### config.mk
export PLATFORM = sky130hd
export DESIGN_NAME = kmst_cell
export DESIGN_NICKNAME = d
export VERILOG_FILES = /design/src/kmst_pkg.sv /design/src/kmst_cell.sv
export SDC_FILE = /design/constraint.sdc
export NUM_CORES = 1
export LEC_CHECK = 0
export BUFFER_PORTS_ARGS = -buffer_cell sky130_fd_sc_hd__buf_2
export CAP_MARGIN = 20
export CORE_MARGIN = 3
export CORE_UTILIZATION = 41
export CTS_BUF_LIST = sky130_fd_sc_hd__clkbuf_8
export DETAILED_ROUTE_END_ITERATION = 10
export HOLD_SLACK_MARGIN = 0.12
export PLACE_DENSITY_LB_ADDON = 0.05
export REMOVE_ABC_BUFFERS = 1
export SLEW_MARGIN = 20
export SYNTH_ARGS = -nofsm -noshare
export SYNTH_HDL_FRONTEND = slang
export SYNTH_SLANG_ARGS = --single-unit
### constraint.sdc
create_clock -name clk -period 2.6 [get_ports clk]
set_input_delay 0.26 -clock clk [delete_from_list [all_inputs] [get_ports clk]]
set_output_delay 0.26 -clock clk [all_outputs]
set_load 0.01 [all_outputs]
### src/kmst_pkg.sv
`default_nettype none
package kmst_pkg;

	localparam int VTX_W   = 5;
	localparam int WT_W    = 16;
	localparam int TOT_W   = 21;
	localparam int VCNT_W  = 6;
	// wide enough for an effective vertex count up to the largest parameter value
	localparam int NEFF_W  = 7;

	localparam logic signed [TOT_W:0] TOTAL_MAX = 22'sd1048575;
	localparam logic signed [TOT_W:0] TOTAL_MIN = -22'sd1048576;

	typedef struct packed {
		logic [VTX_W-1:0]       src;
		logic [VTX_W-1:0]       dst;
		logic signed [WT_W-1:0] wt;
	} edge_t;

	typedef enum logic [1:0] {
		ST_LOAD,
		ST_SCAN,
		ST_FLUSH
	} state_t;

endpackage
`default_nettype wire

### src/kmst_cell.sv
`default_nettype none
module kmst_cell (
	input  wire  logic           clk,
	input  wire  logic           ins,
	input  wire  logic           shift,
	input  wire  logic           occ,
	input  wire  kmst_pkg::edge_t key,
	input  wire  kmst_pkg::edge_t left,
	input  wire  logic           left_gt,
	input  wire  kmst_pkg::edge_t right,
	output       kmst_pkg::edge_t cur,
	output       logic           gt
);
	import kmst_pkg::*;

	edge_t edge_q;

	// empty cells sort as larger than any key; equal weights stay ahead
	assign gt  = !occ || (edge_q.wt > key.wt);
	assign cur = edge_q;

	// insert: make room by taking the left neighbor, or take the key at the boundary
	always_ff @(posedge clk) begin
		if (ins && gt) begin
			edge_q <= left_gt ? left : key;
		end else if (shift) begin
			edge_q <= right;
		end
	end

endmodule
`default_nettype wire

==> impl_metrics.env <==
export IMPL_cts_buffers=3
export IMPL_syn_area_mm2=0.001932
export IMPL_yosys_top_cells_area="edfxtp_1 40%, mux2_4 15%, mux2_2 10%"
export IMPL_yosysWarnings=0
export IMPL_track_usage_pct=16.22
export IMPL_maxCapViolations=0
export IMPL_p_leak_nw=1.422
export IMPL_initial_utilization_pct=43.47
export IMPL_timing_setup_tns_ns=0
export IMPL_hp_class="in2reg"
export IMPL_drcViolationCount=0
export IMPL_layout_setup_ws_ns=0.02652
export IMPL_clk_pin_slew_ns=0.10
export IMPL_dp_hpwl_mm=3.631
export IMPL_finalMaxSlewViolations=0
export IMPL_cp_arrival_ns=2.61
export IMPL_clk_latency_ns=0.27
export IMPL_hold_viol_final=0
export IMPL_routed_wl_mm=4.712
export IMPL_synth_edf_count=26
export IMPL_cts_hold_buf=0
export IMPL_die_w_um=74.64
export IMPL_num_vias=1650
export IMPL_cts_tree="done"
export IMPL_synth_top_area_share_pct=40.41
export IMPL_die_area_mm2=0.005571
export IMPL_antenna_found_initial=0
export IMPL_worst_pin_slew_ns=0.5733
export IMPL_synth_compound_area_share_pct=7.513
export IMPL_diodes=0
export IMPL_grt_pass1_vias=1545
export IMPL_min_period_over_period_pct=98.98
export IMPL_gp_congestion=0.8097
export IMPL_dr_pass1_iters=4
export IMPL_avgRoutedWirePerCell_um=13.90
export IMPL_overflow=0
export IMPL_die_h_um=74.64
export IMPL_status="complete, no violations"
export IMPL_critical_path_class="reg2reg"
export IMPL_vdd_drop_max_uv=306.8
export IMPL_ys_flop_type="edfxtp_1"
export IMPL_endpoint_kind="register"
export IMPL_synth_seq_cells=26
export IMPL_place_ws_ns=0.003520
export IMPL_rows=24
export IMPL_synth_simple_area_share_pct=10.17
export IMPL_rsz0062_at_grt="yes"
export IMPL_yosys_area_share_adder_pct=10.36
export IMPL_root_buffer="clkbuf_8"
export IMPL_ios=110
export IMPL_synthArstFlopShare_pct=0
export IMPL_area_growth_pct=47.09
export IMPL_cts_num_sinks=26
export IMPL_skew_ns=0.005459
export IMPL_drt_initial_drc_count=54
export IMPL_power_density_mw_per_mm2=616.2
export IMPL_htreeDepth=1
export IMPL_num_nets_final=387
export IMPL_grt_max_degree=32
export IMPL_setup_violations=0
export IMPL_synth_area_leader_cell="edfxtp_1"
export IMPL_fmax_ghz=0.3886
export IMPL_muxShareOfSynthArea_pct=25.26
export IMPL_finalCriticalPeriod_ns=2.573
export IMPL_avgSynthCellArea_um2=11.57
export IMPL_drive_gt1_share_pct=61.32
export IMPL_seq_area_frac_synth_pct=40.41
export IMPL_via_per_inst=4.867
export IMPL_synthCells=167
export IMPL_crit_fanout=7
export IMPL_ctsLongestPathBuffers=2
export IMPL_portBuffers=109
export IMPL_ant_nets=0
export IMPL_coreArea_mm2=0.004444
export IMPL_largest_reg_flops=26
export IMPL_required_ns=2.63
export IMPL_grt_pass1_wl_mm=6.941
export IMPL_synth_top_family_by_area="multiplexers"
export IMPL_slew_limit_headroom_pct=61.78
export IMPL_synth_xor_area_share_pct=0.4534
export IMPL_crit_path_start_kind="register"
export IMPL_ys_types=27
[layout by cell type, fill, tap and decap left out, drive strengths merged, types with 2 or more instances in the layout]
cell	count
clkbuf	4
nand2b	2
ha	16
buf	121
mux2	37
a21oi	6
inv	18
nand4	4
edfxtp	26
o21ai	18
or3b	2
nand2	22
[layout make-up]
class	instances	area, um2
well taps	52	65.06
clock buffers	3	41.29
repair buffers	122	705.7
multi-input cells	117	1151
fillers	379	1603
clock inverters	1	30.03
flip-flops and latches	26	780.7
inverters	18	67.56
[cell usage after synthesis (all sizes together), types with 2 or more instances]
master / n
o21ai: 18
nand2: 22
mux2: 37
or3b: 2
nand2b: 2
ha: 16
nand4: 4
edfxtp: 26
buf: 3
clkbuf: 3
inv: 18
a21oi: 6
[per-layer routing]
metal | track usage, % | part of all wire (%) | up-vias | routed length [um]
met1 | 20.54 | 41 | 739 | 1923
li1 | - | - | 846 | -
met3 | 5.073 | 9.0 | 2 | 426
met4 | 3.557 | 0.57 | 0 | 27
met2 | 27.32 | 50 | 63 | 2334
met5 | 0 | 0 | - | 0
[worst max-delay path, stage by stage (launching register included)]
cell and delay [ns]:
edfxtp_1 0.45, ha_4 0.31, nand4_1 0.14, nor3_4 0.22, nand4_1 0.16, or3b_4 0.28, nand4_4 0.22, clkbuf_16 0.25
mux2_4 0.29
[power breakdown]
part | switching [mW] | total, mW | internal (mW)
combinational | 0.342 | 0.776 | 0.435
sequential | 0.0443 | 0.627 | 0.583
clock | 0.142 | 0.348 | 0.206
total | 0.528 | 1.75 | 1.22
[repair_timing]
action | 4_1_cts | 5_1_grt
gates resized for setup | 0 | 23
endpoints found under the hold margin | 0 | 0
gates cloned | 0 | 1
pin swaps | 1 | 11
setup endpoints to repair | 3 | 52
setup buffers | 0 | 2
[logic make-up after synthesis]
kind of cell               after synthesis
adders and majority gates               16
DFF                                     26
and+or+nand+nor                         36
buffers and inverters                   24
xor gates and xnor gates                 1
AOI/OAI and AO/OA                       27
muxes                                   37
[path summary, 6_finish.rpt]
check	start	end	slack, ns	depth (start not counted)
worst max-delay path	cur[14]$_DFFE_PP_	cur[17]$_DFFE_PP_	0.03	8
worst min-delay path	right[3]	cur[3]$_DFFE_PP_	0.28	2
worst max register to register	cur[14]$_DFFE_PP_	cur[17]$_DFFE_PP_	0.03	8
worst min register to register	cur[15]$_DFFE_PP_	cur[21]$_DFFE_PP_	1.40	5
[through the flow]
stage,cells,total power [mW],hold WS [ns],area [um2],util (%)
2_1_floorplan,161,1.023,0.4780,1887,-
3_3_place_gp,332,1.309,0.5593,2597,58.45
3_5_place_dp,332,1.319,0.5642,2597,58.45
4_1_cts,336,1.668,0.2768,2669,60.05
5_1_grt,339,1.853,0.2704,2841,63.94
6_report,339,1.751,0.2787,2841,63.94
(Power assumes the default switching activity.)
