[config.mk]
export PLATFORM = sky130hd
export DESIGN_NAME = kmst_sets
export DESIGN_NICKNAME = d
export VERILOG_FILES = /design/src/kmst_pkg.sv /design/src/kmst_sets.sv
export SDC_FILE = /design/constraint.sdc
export NUM_CORES = 1
export LEC_CHECK = 0
export ABC_AREA = 1
export BUFFER_PORTS_ARGS = -buffer_cell sky130_fd_sc_hd__buf_2
export CORE_MARGIN = 4
export CORE_UTILIZATION = 55
export DETAILED_ROUTE_END_ITERATION = 16
export PLACE_DENSITY = 0.8
export SLEW_MARGIN = 20
export SYNTH_ARGS = -nofsm -noshare
export SYNTH_HDL_FRONTEND = slang
export SYNTH_SLANG_ARGS = --single-unit
[constraint.sdc]
create_clock -name clk -period 2.6 [get_ports clk]
set_input_delay 0.13 -clock clk [delete_from_list [all_inputs] [get_ports clk]]
set_output_delay 0.13 -clock clk [all_outputs]
set_load 0.01 [all_outputs]
[src/kmst_pkg.sv]
`default_nettype none
package kmst_pkg;

	localparam int VTX_W   = 5;
	localparam int WT_W    = 16;
	localparam int TOT_W   = 21;
	localparam int VCNT_W  = 6;
	// wide enough for an effective vertex count up to the largest parameter value
	localparam int NEFF_W  = 7;

	localparam logic signed [TOT_W:0] TOTAL_MAX = 22'sd1048575;
	localparam logic signed [TOT_W:0] TOTAL_MIN = -22'sd1048576;

	typedef struct packed {
		logic [VTX_W-1:0]       src;
		logic [VTX_W-1:0]       dst;
		logic signed [WT_W-1:0] wt;
	} edge_t;

	typedef enum logic [1:0] {
		ST_LOAD,
		ST_SCAN,
		ST_FLUSH
	} state_t;

endpackage
`default_nettype wire

[src/kmst_sets.sv]
`default_nettype none
module kmst_sets #(
	parameter int MAX_VERTICES = 32
) (
	input  wire  logic                          clk,
	input  wire  logic                          arst_n,
	input  wire  logic                          clear,
	input  wire  logic                          merge,
	input  wire  logic [kmst_pkg::VTX_W-1:0]    src,
	input  wire  logic [kmst_pkg::VTX_W-1:0]    dst,
	output       logic                          differ
);
	import kmst_pkg::*;

	localparam int LW = (MAX_VERTICES > 1) ? $clog2(MAX_VERTICES) : 1;

	logic [LW-1:0] lab_q [MAX_VERTICES];
	logic [LW-1:0] la, lb;

	// look up the component label of both endpoints
	always_comb begin
		la = '0;
		lb = '0;
		for (int i = 0; i < MAX_VERTICES; i++) begin
			if (i == int'(src)) la = lab_q[i];
			if (i == int'(dst)) lb = lab_q[i];
		end
	end

	assign differ = (la != lb);

	// each vertex cell relabels itself when its component is joined
	for (genvar g = 0; g < MAX_VERTICES; g++) begin : g_lab
		always_ff @(posedge clk or negedge arst_n) begin
			if (!arst_n) begin
				lab_q[g] <= LW'(g);
			end else if (clear) begin
				lab_q[g] <= LW'(g);
			end else if (merge && lab_q[g] == lb) begin
				lab_q[g] <= la;
			end
		end
	end

endmodule
`default_nettype wire
==> results of run 1 <==
[kinds of logic after synthesis]
group           count (synthesis)  share of synthesized area, %
xor+xnor                       84                          5.86
flops                         160                          32.7
compound gates                134                          5.67
simple gates                 1322                          46.9
buf+inv                       268                          8.86
[synthesized netlist by cell type (all sizes together)]
library cell | number | area share [%]
a21oi | 73 | 2.9
buf | 42 | 2.1
clkbuf | 28 | 0.84
clkinv | 1 | 0.030
dfrtp | 80 | 16
dfstp | 80 | 17
inv | 197 | 5.9
nand2 | 788 | 24
nand3 | 324 | 14
nand3b | 1 | 0.060
nand4 | 53 | 2.9
nor2 | 138 | 4.4
nor3 | 9 | 0.40
o2111ai | 5 | 0.35
o211ai | 2 | 0.12
o21ai | 40 | 1.6
o22ai | 14 | 0.70
or2 | 9 | 0.45
xnor2 | 12 | 0.84
xor2 | 72 | 5.0
[metal layers]
layer | routed length, um | vias up | part of all wire, % | global-route usage (%)
met4 | 3070 | 0 | 5.8 | 16.9
met2 | 23200 | 1046 | 44 | 60.7
li1 | - | 6827 | - | -
met3 | 5910 | 252 | 11 | 7.17
met1 | 20400 | 6997 | 39 | 53.5
met5 | 0 | - | 0 | 0
[cell type report]
type | instances | area [um^2] | share of cell area (%)
flip-flops and latches | 160 | 4110 | 23.8
clock inverters | 12 | 145 | 0.840
clock buffers | 20 | 457 | 2.64
inverters | 198 | 752 | 4.35
well taps | 285 | 357 | 2.06
multi-input cells | 1540 | 8670 | 50.2
repair buffers | 314 | 2790 | 16.1
[power groups by stage]
stage | clock network, mW | registers [mW] | logic, mW
6_report | 2.73 | 3.64 | 5.49
5_1_grt | 2.83 | 3.67 | 5.84
4_1_cts | 2.71 | 3.60 | 4.43
3_5_place_dp | 0 | 3.63 | 4.28
3_3_place_gp | 0 | 3.62 | 4.18
2_1_floorplan | 0 | 3.51 | 2.58
[through the flow]
step	setup WS (ps)	cell area, um^2	hold WS (ps)
after global placement	-1180	15000	157
after CTS	-1110	15900	262
final	-1190	17300	248
after detailed placement	-1210	15000	166
after global routing	-1350	17300	295
after floorplan	-115	12700	-166
[what timing repair did]
action                     in CTS  in global routing
setup endpoints to repair     161                161
hold buffers                    1                  0
cloned                          0                  4
resized for setup              39                320
hold endpoints to repair       42                  0
buffers inserted                5                 20
pin swaps                      33                150
[how the worst max path moves through the flow]
stage	cells past startpoint	start	end	slack [ps]
2_1_floorplan	33	dst[4]	lab_q[91]	-120
3_3_place_gp	31	dst[4]	lab_q[81]	-1180
3_5_place_dp	33	dst[4]	lab_q[87]	-1210
4_1_cts	29	lab_q[155]	differ	-1110
5_1_grt	23	lab_q[155]	differ	-1350
6_report	25	lab_q[154]	differ	-1190
==> results by group, run 1 <==
Synth
  • Post-synthesis net count: 1982
  • Number of distinct library cell variants in the gate-level netlist after synthesis: 35
  • Total of warnings raised by yosys: 0
  • Instance count of the mapped netlist: 1968
  • Sequential area share after synthesis: 32.7%
  • Post-synthesis average cell area: 6.38 um^2
  • Synthesis-stage register bit count: 160
  • Post-Synthesis Cell Area: 0.0125 mm^2

STA
  • Unrepaired setup endpoints after global routing: true
  • Maximum clock frequency: 0.264 GHz
  • Setup Viol. Count Final: 161
  • Setup TNS: -152800 ps
  • Worst clock skew: 17.6 ps
  • Number of max-slew violations in the final report: 0
  • Max-slew headroom: 9.15%
  • Transition time of the tightest slew-check pin: 1360 ps
  • Final period demand of the worst path: 3790 ps
  • Number of hold violations in the final report: 0
  • Portion of the clock cycle consumed by the worst path in the final layout: 146%
  • Final worst-path setup slack: -1190 ps

Finish
  • Fraction of layout instances using a drive strength above 1: 35.2%
  • Non-filler cells, final: 2529
  • Share of the core filled with cells: 76.6%
  • Max reg flops: 160
  • Number of fillers in the final layout: 1713
  • Registers with the most flip-flops: lab_q: 160 flops
  • Largest reg by FF count: lab_q
  • Synth-to-layout area growth: 37.7%
  • NumNets Final: 2245
  • Leading cell types in the layout, fill and taps excluded: sky130_fd_sc_hd__nand2_1, sky130_fd_sc_hd__nand3_1, sky130_fd_sc_hd__buf_4
  • Commonest non-fill, non-tap cell in the layout: sky130_fd_sc_hd__nand2_1
  • Diodes inserted: 0

Worst setup path
  • FF-to-FF path depth: 31
  • Number of buffers and inverters on the critical path: 3
  • Launch point of the worst reg-to-reg path: lab_q[155]
  • Max stage delay cell, worst path: sky130_fd_sc_hd__dfrtp_1
  • Top cell by count, worst path: sky130_fd_sc_hd__nand2_1
  • Worst path arrival time: 3660 ps
  • Required time worst endpoint: 2470 ps
  • Classification of the worst setup path: reg -> out
  • CP peak stage delay: 420 ps
  • Slack of the worst reg-to-reg path: -1030 ps
  • CP max FO: 3
  • Largest delay share family, worst path: simple AND/OR/NAND/NOR gates
  • End of the worst register-to-register path: lab_q[153]
  • Startpoint kind of the worst setup timing path: flop
  • CP endpoint kind: output pin

Global route
  • Number of global-route vias before repair: 14000
  • Tot GR Track Use: 39.0%
  • Largest net degree at the start of global routing: 66
  • Number of antenna violations at the first check in global routing: 0
  • Global-route wire length before repair: 77900 um
  • Total global routing overflow: 0

Pwr
  • Reg power frac: 30.7%
  • IR Drop Worst-Case VDD: 0.582 mV
  • Logic pwr share: 46.3%
  • Leakage power of the design: 8.53 nW
  • Switching power: 5.07 mW
  • Pwr per Cell Area: 686 mW/mm^2
  • Total Power: 11.9 mW
  • Cell Int Power: 6.79 mW
  • Part of the total power dissipated in the clock network: 23.0%
  • Net switching share of the total power: 42.7%

Status
  • Status: finished, violations left
  • Violated checks: setup timing

Run
  • Maximum Capacitance Violations: 0

Routing
  • Routed vias/inst: 5.98
  • Number of antenna-violating nets in the routed design: 0
  • # DRC: 0
  • Number of vias in the routed layout: 15100
  • First-pass iteration count of the detailed router: 8
  • DR WL/cell: 20.8 um
  • Wire length reported by the detailed router: 52600 um
  • Initial DRC Count: 2051

Placement
  • Cell Count Post-Placement: 2469
  • Half-perimeter wire length after detailed placement: 36500 um
  • Routability congestion estimate from global placement: 1.03
  • Count of buffers from port buffering: 14

Clock network
  • CTS buffer count: 17
  • Maximum clock insertion buffer count: 2
  • Clock tree from TritonCTS: yes
  • Clock transition at the registers of the reported paths: 80 ps
  • Clk root buf: sky130_fd_sc_hd__clkbuf_16
  • H-Tree Depth: 4
  • Later-pin clock latency in the skew report: 450 ps
  • Clock net sink count: 160

Die
  • Number of top-level pins: 15
  • Cell Rows: 55
  • Placeable core area: 0.0226 mm^2
  • Initial Utilization: 55.6%
  • Height of the die: 159 um
  • Floorplan die area: 0.0253 mm^2
  • DIE WIDTH: 159 um

Min path
  • Worst Hold Class: in -> async
Note: power is estimated with default switching activity, not from simulation.
==> run 2, diff against run 1 <==
CELL_PAD_IN_SITES_DETAIL_PLACEMENT = 2   (was not set)
CELL_PAD_IN_SITES_GLOBAL_PLACEMENT = 2   (was not set)
CORE_UTILIZATION = 33   (was 55)
PLACE_DENSITY = 0.76   (was 0.8)
==> run 2 against run 1 <==
The run still ends with setup timing left; clock skew increased by 8.9 ps; combinational power up 31%; sequential share of layout area fell by 1.8 points; via count is 16% higher; largest power group unchanged.
==> results by group, run 2 (synthesized netlist as in run 1, its figures left out) <==
Status
  • Status: finished, violations left
  • Violated checks: setup timing

STA
  • Worst clock skew: 26.4 ps (+8.85 ps)
  • Max-slew headroom: 46.6% (+37 points)
  • Unrepaired setup endpoints after global routing: true
  • Final period demand of the worst path: 4410 ps (+617 ps)
  • Portion of the clock cycle consumed by the worst path in the final layout: 170% (+24 points)
  • Number of max-slew violations in the final report: 0 (unchanged)
  • Setup Viol. Count Final: 161 (unchanged)
  • Maximum clock frequency: 0.227 GHz (-14%)
  • Transition time of the tightest slew-check pin: 800 ps (-561 ps)
  • Final worst-path setup slack: -1810 ps (-617 ps)
  • Number of hold violations in the final report: 0 (unchanged)

Finish
  • Registers with the most flip-flops: lab_q: 160 flops
  • NumNets Final: 2310 (+2.9%)
  • Leading cell types in the layout, fill and taps excluded: sky130_fd_sc_hd__nand2_1, sky130_fd_sc_hd__buf_4, sky130_fd_sc_hd__nand3_1
  • Max reg flops: 160 (unchanged)
  • Post-layout instance area: 0.0187 mm^2 (+7.9%)
  • Fraction of layout instances using a drive strength above 1: 39.2% (+4.0 points)
  • Commonest non-fill, non-tap cell in the layout: sky130_fd_sc_hd__nand2_1
  • Non-filler cells, final: 2821 (+12%)
  • Largest reg by FF count: lab_q
  • Number of fillers in the final layout: 4249 (+150%)
  • Synth-to-layout area growth: 48.6%

Die
  • Number of top-level pins: 15 (unchanged)
  • Cell Rows: 71 (+29%)
  • Placeable core area: 0.0376 mm^2 (+66%)
  • Height of the die: 203 um (+28%)
  • Initial Utilization: 33.4% (-22 points)
  • Floorplan die area: 0.0412 mm^2 (+63%)
  • DIE WIDTH: 203 um (+28%)

Routing
  • Number of antenna-violating nets in the routed design: 0 (unchanged)
  • Routed vias/inst: 6.21 (+3.9%)
  • Initial DRC Count: 1802 (-12%)
  • # DRC: 0 (unchanged)
  • DR WL/cell: 33.7 um (+62%)
  • First-pass iteration count of the detailed router: 5 (-3)
  • Wire length reported by the detailed router: 95200 um (+81%)
  • Number of vias in the routed layout: 17500 (+16%)

Worst setup path
  • FF-to-FF path depth: 32 (+3.2%)
  • Launch point of the worst reg-to-reg path: lab_q[154]
  • CP max FO: 3 (unchanged)
  • Startpoint kind of the worst setup timing path: flop
  • CP endpoint kind: output pin
  • Required time worst endpoint: 2470 ps (about the same)
  • Slack of the worst reg-to-reg path: -1800 ps (-770 ps)
  • End of the worst register-to-register path: lab_q[52]
  • Classification of the worst setup path: reg -> out
  • Worst path arrival time: 4280 ps (+620 ps)

Placement
  • Cell Count Post-Placement: 2726 (+10%)
  • Placed inst area: 0.0157 mm^2 (+4.4%)
  • Half-perimeter wire length after detailed placement: 52700 um (+44%)
  • Count of buffers from port buffering: 14 (unchanged)
  • Routability congestion estimate from global placement: 0.993 (-3.2%)

Global route
  • Largest net degree at the start of global routing: 59 (-11%)
  • Tot GR Track Use: 37.9% (-1.1 points)
  • Number of global-route vias before repair: 18000 (+29%)
  • Number of antenna violations at the first check in global routing: 1 (+1)
  • Global-route wire length before repair: 117000 um (+51%)
  • Total global routing overflow: 0 (unchanged)

Clock network
  • Clk root buf: sky130_fd_sc_hd__clkbuf_16
  • Clock net sink count: 160 (unchanged)
  • Maximum clock insertion buffer count: 2 (unchanged)
  • H-Tree Depth: 4 (unchanged)
  • CTS buffer count: 17 (unchanged)
  • Clock transition at the registers of the reported paths: 70 ps (about the same)
  • Later-pin clock latency in the skew report: 500 ps (+50 ps)
  • Clock tree from TritonCTS: yes

Pwr
  • IR Drop Worst-Case VDD: 0.658 mV (+13%)
  • Leakage power of the design: 9.11 nW (+6.7%)
  • Pwr per Cell Area: 750 mW/mm^2 (+9.3%)

Run
  • Maximum Capacitance Violations: 0 (unchanged)

Min path
  • Worst Hold Class: in -> async
-- run 2: changes by cell type in the layout (fill, tap and decap cells not counted), sizes merged --
cell,before,now
diode,0,1
clkbuf,24,22
clkinv,4,6
clkinvlp,2,3
buf,309,376
inv,202,197
bufinv,2,4
-- run 2: what timing repair did --
action / 4_1_cts / 5_1_grt
gates cloned: 2 / 2
hold buffers: 1 / 0
endpoints found under the setup margin: 161 / 161
gates resized for setup: 128 / 318
buffers inserted: 24 / 35
pin swaps: 70 / 138
endpoints found under the hold margin: 45 / 0
-- run 2: critical path: stages, from the launching register on --
cell	delay, ps
sky130_fd_sc_hd__dfrtp_1	440
sky130_fd_sc_hd__buf_4	160
sky130_fd_sc_hd__nand4_1	110
sky130_fd_sc_hd__o211ai_1	140
sky130_fd_sc_hd__o21ai_2	240
sky130_fd_sc_hd__nand4_1	210
sky130_fd_sc_hd__nand2_1	150
sky130_fd_sc_hd__nand4_1	170
sky130_fd_sc_hd__nor2_2	220
sky130_fd_sc_hd__nand3_2	150
sky130_fd_sc_hd__nand2_2	110
sky130_fd_sc_hd__nand3_2	110
sky130_fd_sc_hd__nand2_2	100
sky130_fd_sc_hd__nand3_2	80
sky130_fd_sc_hd__nand2_2	90
sky130_fd_sc_hd__nand3_2	90
sky130_fd_sc_hd__nand2_2	90
sky130_fd_sc_hd__nand3_2	90
sky130_fd_sc_hd__nand2_2	110
sky130_fd_sc_hd__nand3_4	90
sky130_fd_sc_hd__nand2_4	110
sky130_fd_sc_hd__nand2_4	70
sky130_fd_sc_hd__buf_12	150
sky130_fd_sc_hd__nand2_4	70
sky130_fd_sc_hd__nand2_4	50
sky130_fd_sc_hd__nor2_4	150
sky130_fd_sc_hd__nand3_2	110
sky130_fd_sc_hd__buf_6	140
-- run 2: final cells by class --
type	count	area (um^2)	area share (%)
tap	511	639	3.43
sequential	160	4110	22.0
inverter	198	758	4.07
multi-input combinational	1540	9040	48.5
clock inverter	12	181	0.973
clock buffer	20	457	2.45
timing repair buffer	379	3470	18.6
antenna	1	2.50	0.0134
-- run 2: per-stage QoR --
| stage | hold slack (ps) | power, mW | setup slack (ps) | util (%) | TNS (ps) |
|---|---|---|---|---|---|
| 6_report | 196 | 14.0 | -1810 | 49.6 | -266870 |
| 3_5_place_dp | 142 | 8.51 | -1920 | 41.7 | -294600 |
| 4_1_cts | 200 | 12.0 | -1500 | 45.5 | -210430 |
| 3_3_place_gp | 136 | 8.19 | -1740 | 41.7 | -266400 |
| 5_1_grt | 228 | 14.3 | -1900 | 49.6 | -280620 |
| 2_1_floorplan | -166 | 6.09 | -115 | - | -10090 |
-- run 2: how the worst max path moves through the flow --
stage                           from   endpoint  slack (ps)  cells after the start
after floorplan               dst[4]  lab_q[91]        -120                     33
after global routing      lab_q[154]     differ       -1900                     27
after CTS                 lab_q[154]     differ       -1500                     27
after detailed placement      dst[1]  lab_q[65]       -1920                     33
after global placement        dst[1]  lab_q[75]       -1740                     33
final                     lab_q[154]     differ       -1810                     27
-- run 2: routing by layer --
metal	vias to the layer above	part of all wire, %	GRT usage (%)
met5	-	0.012	0
met3	554	8.4	7.87
li1	6951	-	-
met2	1134	46	62.6
met4	2	8.5	20.4
met1	8882	38	46.4
-- run 2: power breakdown --
group          internal (mW)  leakage [nW]  switching, mW
clock                   1.67         0.311           1.32
sequential              3.12          1.90          0.709
combinational           2.55          6.89           4.62
==> run 3, diff against run 2 <==
ABC_CLOCK_PERIOD_IN_PS = 2600   (was not set)
CELL_PAD_IN_SITES_DETAIL_PLACEMENT = not set   (was 2)
CELL_PAD_IN_SITES_GLOBAL_PLACEMENT = not set   (was 2)
CORE_UTILIZATION = 55   (was 33)
PLACE_DENSITY = 0.72   (was 0.76)
==> run 3 against run 2 <==
The flow still finishes with violations (setup timing); critical path depth fell by 3; critical path type unchanged; maximum frequency rose by 16%; register-to-register slack improved by 680 ps.
==> results by group, run 3 (synthesized netlist as in run 1, its figures left out) <==
Global route
  • Number of antenna violations at the first check in global routing: 0 (-1)
  • Number of global-route vias before repair: 14500 (-20%)
  • Total global routing overflow: 0 (unchanged)
  • Tot GR Track Use: 40.2% (+2.3 points)
  • Largest net degree at the start of global routing: 72 (+22%)
  • Global-route wire length before repair: 80000 um (-32%)

Routing
  • Number of antenna-violating nets in the routed design: 0 (unchanged)
  • DR WL/cell: 21.1 um (-37%)
  • Number of vias in the routed layout: 15300 (-13%)
  • # DRC: 0 (unchanged)
  • Initial DRC Count: 2042 (+13%)
  • Routed vias/inst: 5.99 (-3.5%)
  • Wire length reported by the detailed router: 53800 um (-43%)
  • First-pass iteration count of the detailed router: 7 (+2)

Finish
  • Share of the core filled with cells: 76.2% (+27 points)
  • Synth-to-layout area growth: 37.1%
  • NumNets Final: 2262 (-2.1%)
  • Leading cell types in the layout, fill and taps excluded: sky130_fd_sc_hd__nand2_1, sky130_fd_sc_hd__buf_4, sky130_fd_sc_hd__nand3_1
  • Registers with the most flip-flops: lab_q: 160 flops
  • Commonest non-fill, non-tap cell in the layout: sky130_fd_sc_hd__nand2_1
  • Diodes inserted: 0 (-1)
  • Max reg flops: 160 (unchanged)
  • Non-filler cells, final: 2546 (-9.7%)
  • Largest reg by FF count: lab_q
  • Post-layout instance area: 0.0172 mm^2 (-7.8%)
  • Fraction of layout instances using a drive strength above 1: 34.3% (-4.9 points)

STA
  • Final period demand of the worst path: 3810 ps (-604 ps)
  • Unrepaired setup endpoints after global routing: true
  • Final hold slack: 261 ps (+65.4 ps)
  • Portion of the clock cycle consumed by the worst path in the final layout: 146% (-23 points)
  • Number of max-slew violations in the final report: 0 (unchanged)
  • Max-slew headroom: 51.3% (+4.6 points)
  • Transition time of the tightest slew-check pin: 731 ps (-68.6 ps)
  • Maximum clock frequency: 0.263 GHz (+16%)
  • Setup Viol. Count Final: 161 (unchanged)
  • Worst clock skew: 12.8 ps (-13.7 ps)
  • Final worst-path setup slack: -1210 ps (+604 ps)
  • Number of hold violations in the final report: 0 (unchanged)
  • Setup TNS: -165560 ps (+101300 ps)

Worst setup path
  • Top cell by count, worst path: sky130_fd_sc_hd__nand2_1
  • Worst setup path endpoint: differ
  • Number of buffers and inverters on the critical path: 3 (unchanged)
  • CP max FO: 3 (unchanged)
  • End of the worst register-to-register path: lab_q[75]
  • Cell depth of the worst setup path: 24 (-11%)
  • Cells traversed along the worst timing path: buf_4 -> inv_1 -> o21ai_1 -> o22ai_2 -> nand3_1 -> o21ai_1 -> o2111ai_1 -> nand2_1 -> nand3_2 -> o22ai_4 -> nand4_1 -> nand2_1 -> nand3_1 -> nand2_1 -> nand3_1 -> nand2_1 -> nand3_2 -> nand2_1 -> nand4_1 -> nand2_2 -> xnor2_1 -> nor2_1 -> nand3_1 -> buf_2
  • Required time worst endpoint: 2470 ps (about the same)
  • Startpoint kind of the worst setup timing path: flop
  • FF-to-FF path depth: 30 (-6.3%)
  • Classification of the worst setup path: reg -> out
  • Worst path arrival time: 3680 ps (-600 ps)
  • Max stage delay cell, worst path: sky130_fd_sc_hd__dfrtp_1
  • Launch point of the worst reg-to-reg path: lab_q[153]
  • Startpoint of the most critical setup path: lab_q[158]
  • Slack of the worst reg-to-reg path: -1120 ps (+680 ps)
  • CP endpoint kind: output pin
  • Largest delay share family, worst path: simple AND/OR/NAND/NOR gates
  • CP peak stage delay: 430 ps (about the same)

Placement
  • Half-perimeter wire length after detailed placement: 37500 um (-29%)
  • Cell Count Post-Placement: 2485 (-8.8%)
  • Routability congestion estimate from global placement: 1.09 (+10%)
  • Count of buffers from port buffering: 14 (unchanged)
  • Placed inst area: 0.0151 mm^2 (-3.6%)
  • Setup slack at placement: -1390 ps (+535 ps)

Pwr
  • Logic pwr share: 46.4% (-4.9 points)
  • Part of the total power dissipated in the clock network: 22.3% (+0.9 points)
  • Reg power frac: 31.3% (+3.9 points)
  • Switching power: 5.01 mW (-25%)
  • Total Power: 11.6 mW (-17%)
  • Pwr per Cell Area: 673 mW/mm^2 (-10%)
  • IR Drop Worst-Case VDD: 0.515 mV (-22%)
  • Net switching share of the total power: 43.2% (-4.3 points)
  • Leakage power of the design: 8.58 nW (-5.7%)
  • Cell Int Power: 6.58 mW (-10%)

Clock network
  • Clk root buf: sky130_fd_sc_hd__clkbuf_16
  • Maximum clock insertion buffer count: 2 (unchanged)
  • Clock net sink count: 160 (unchanged)
  • Clock tree from TritonCTS: yes
  • Clock transition at the registers of the reported paths: 80 ps (about the same)
  • H-Tree Depth: 4 (unchanged)
  • Later-pin clock latency in the skew report: 450 ps (-50 ps)
  • CTS buffer count: 17 (unchanged)

Min path
  • Worst Hold Class: in -> async

Die
  • Initial Utilization: 55.6% (+22 points)
  • Height of the die: 159 um (-22%)
  • DIE WIDTH: 159 um (-22%)
  • Floorplan die area: 0.0253 mm^2 (-39%)
  • Number of top-level pins: 15 (unchanged)
  • Placeable core area: 0.0226 mm^2 (-40%)
  • Cell Rows: 55 (-23%)

Run
  • Maximum Capacitance Violations: 0 (unchanged)

Status
  • Violated checks: setup timing
  • Status: finished, violations left
## run 3: per-layer routing
layer  up-vias  routed length, um  track usage (%)
li1       6844                  -                -
met1      7084              20800             54.7
met2      1098              23500             60.3
met3       228               6580             9.42
met4         0               2950             19.8
met5         -                  0                0
## run 3: layout make-up
class                   instances  area (um^2)
clock inverters                13          124
well taps                     285          357
inverters                     198          752
repair buffers                331         2940
fillers                      1771         5370
multi-input cells            1540         8480
clock buffers                  19          443
flip-flops and latches        160         4100
## run 3: worst min path at each step
stage	from	to	slack, ps	cells after the start
3_5_place_dp	arst_n	lab_q[158]	200	1
6_report	arst_n	lab_q[158]	260	2
2_1_floorplan	arst_n	lab_q[102]	-170	0
4_1_cts	merge	lab_q[24]	270	7
3_3_place_gp	arst_n	lab_q[157]	200	1
5_1_grt	merge	lab_q[111]	300	6
## run 3: worst register-to-register path: cells and delay by family (launching register included)
| kind | cells | cell delay, ps |
|---|---|---|
| xor gates and xnor gates | 1 | 150 |
| buffers and inverters | 3 | 480 |
| DFF | 1 | 410 |
| and+or+nand+nor | 26 | 2560 |
## run 3: power groups by stage
stage          sequential [mW]  combinational, mW  clock [mW]
2_1_floorplan             3.51               2.58           0
3_3_place_gp              3.61               4.24           0
3_5_place_dp              3.61               4.33           0
4_1_cts                   3.58               4.68        2.56
5_1_grt                   3.66               5.72        2.69
6_report                  3.62               5.38        2.58
## run 3: timing repair
item,in CTS,in global routing
gates cloned,2,2
hold buffers,1,0
setup endpoints to repair,161,161
endpoints found under the hold margin,40,0
pin swaps,86,143
gates resized for setup,101,223
setup buffers,20,14
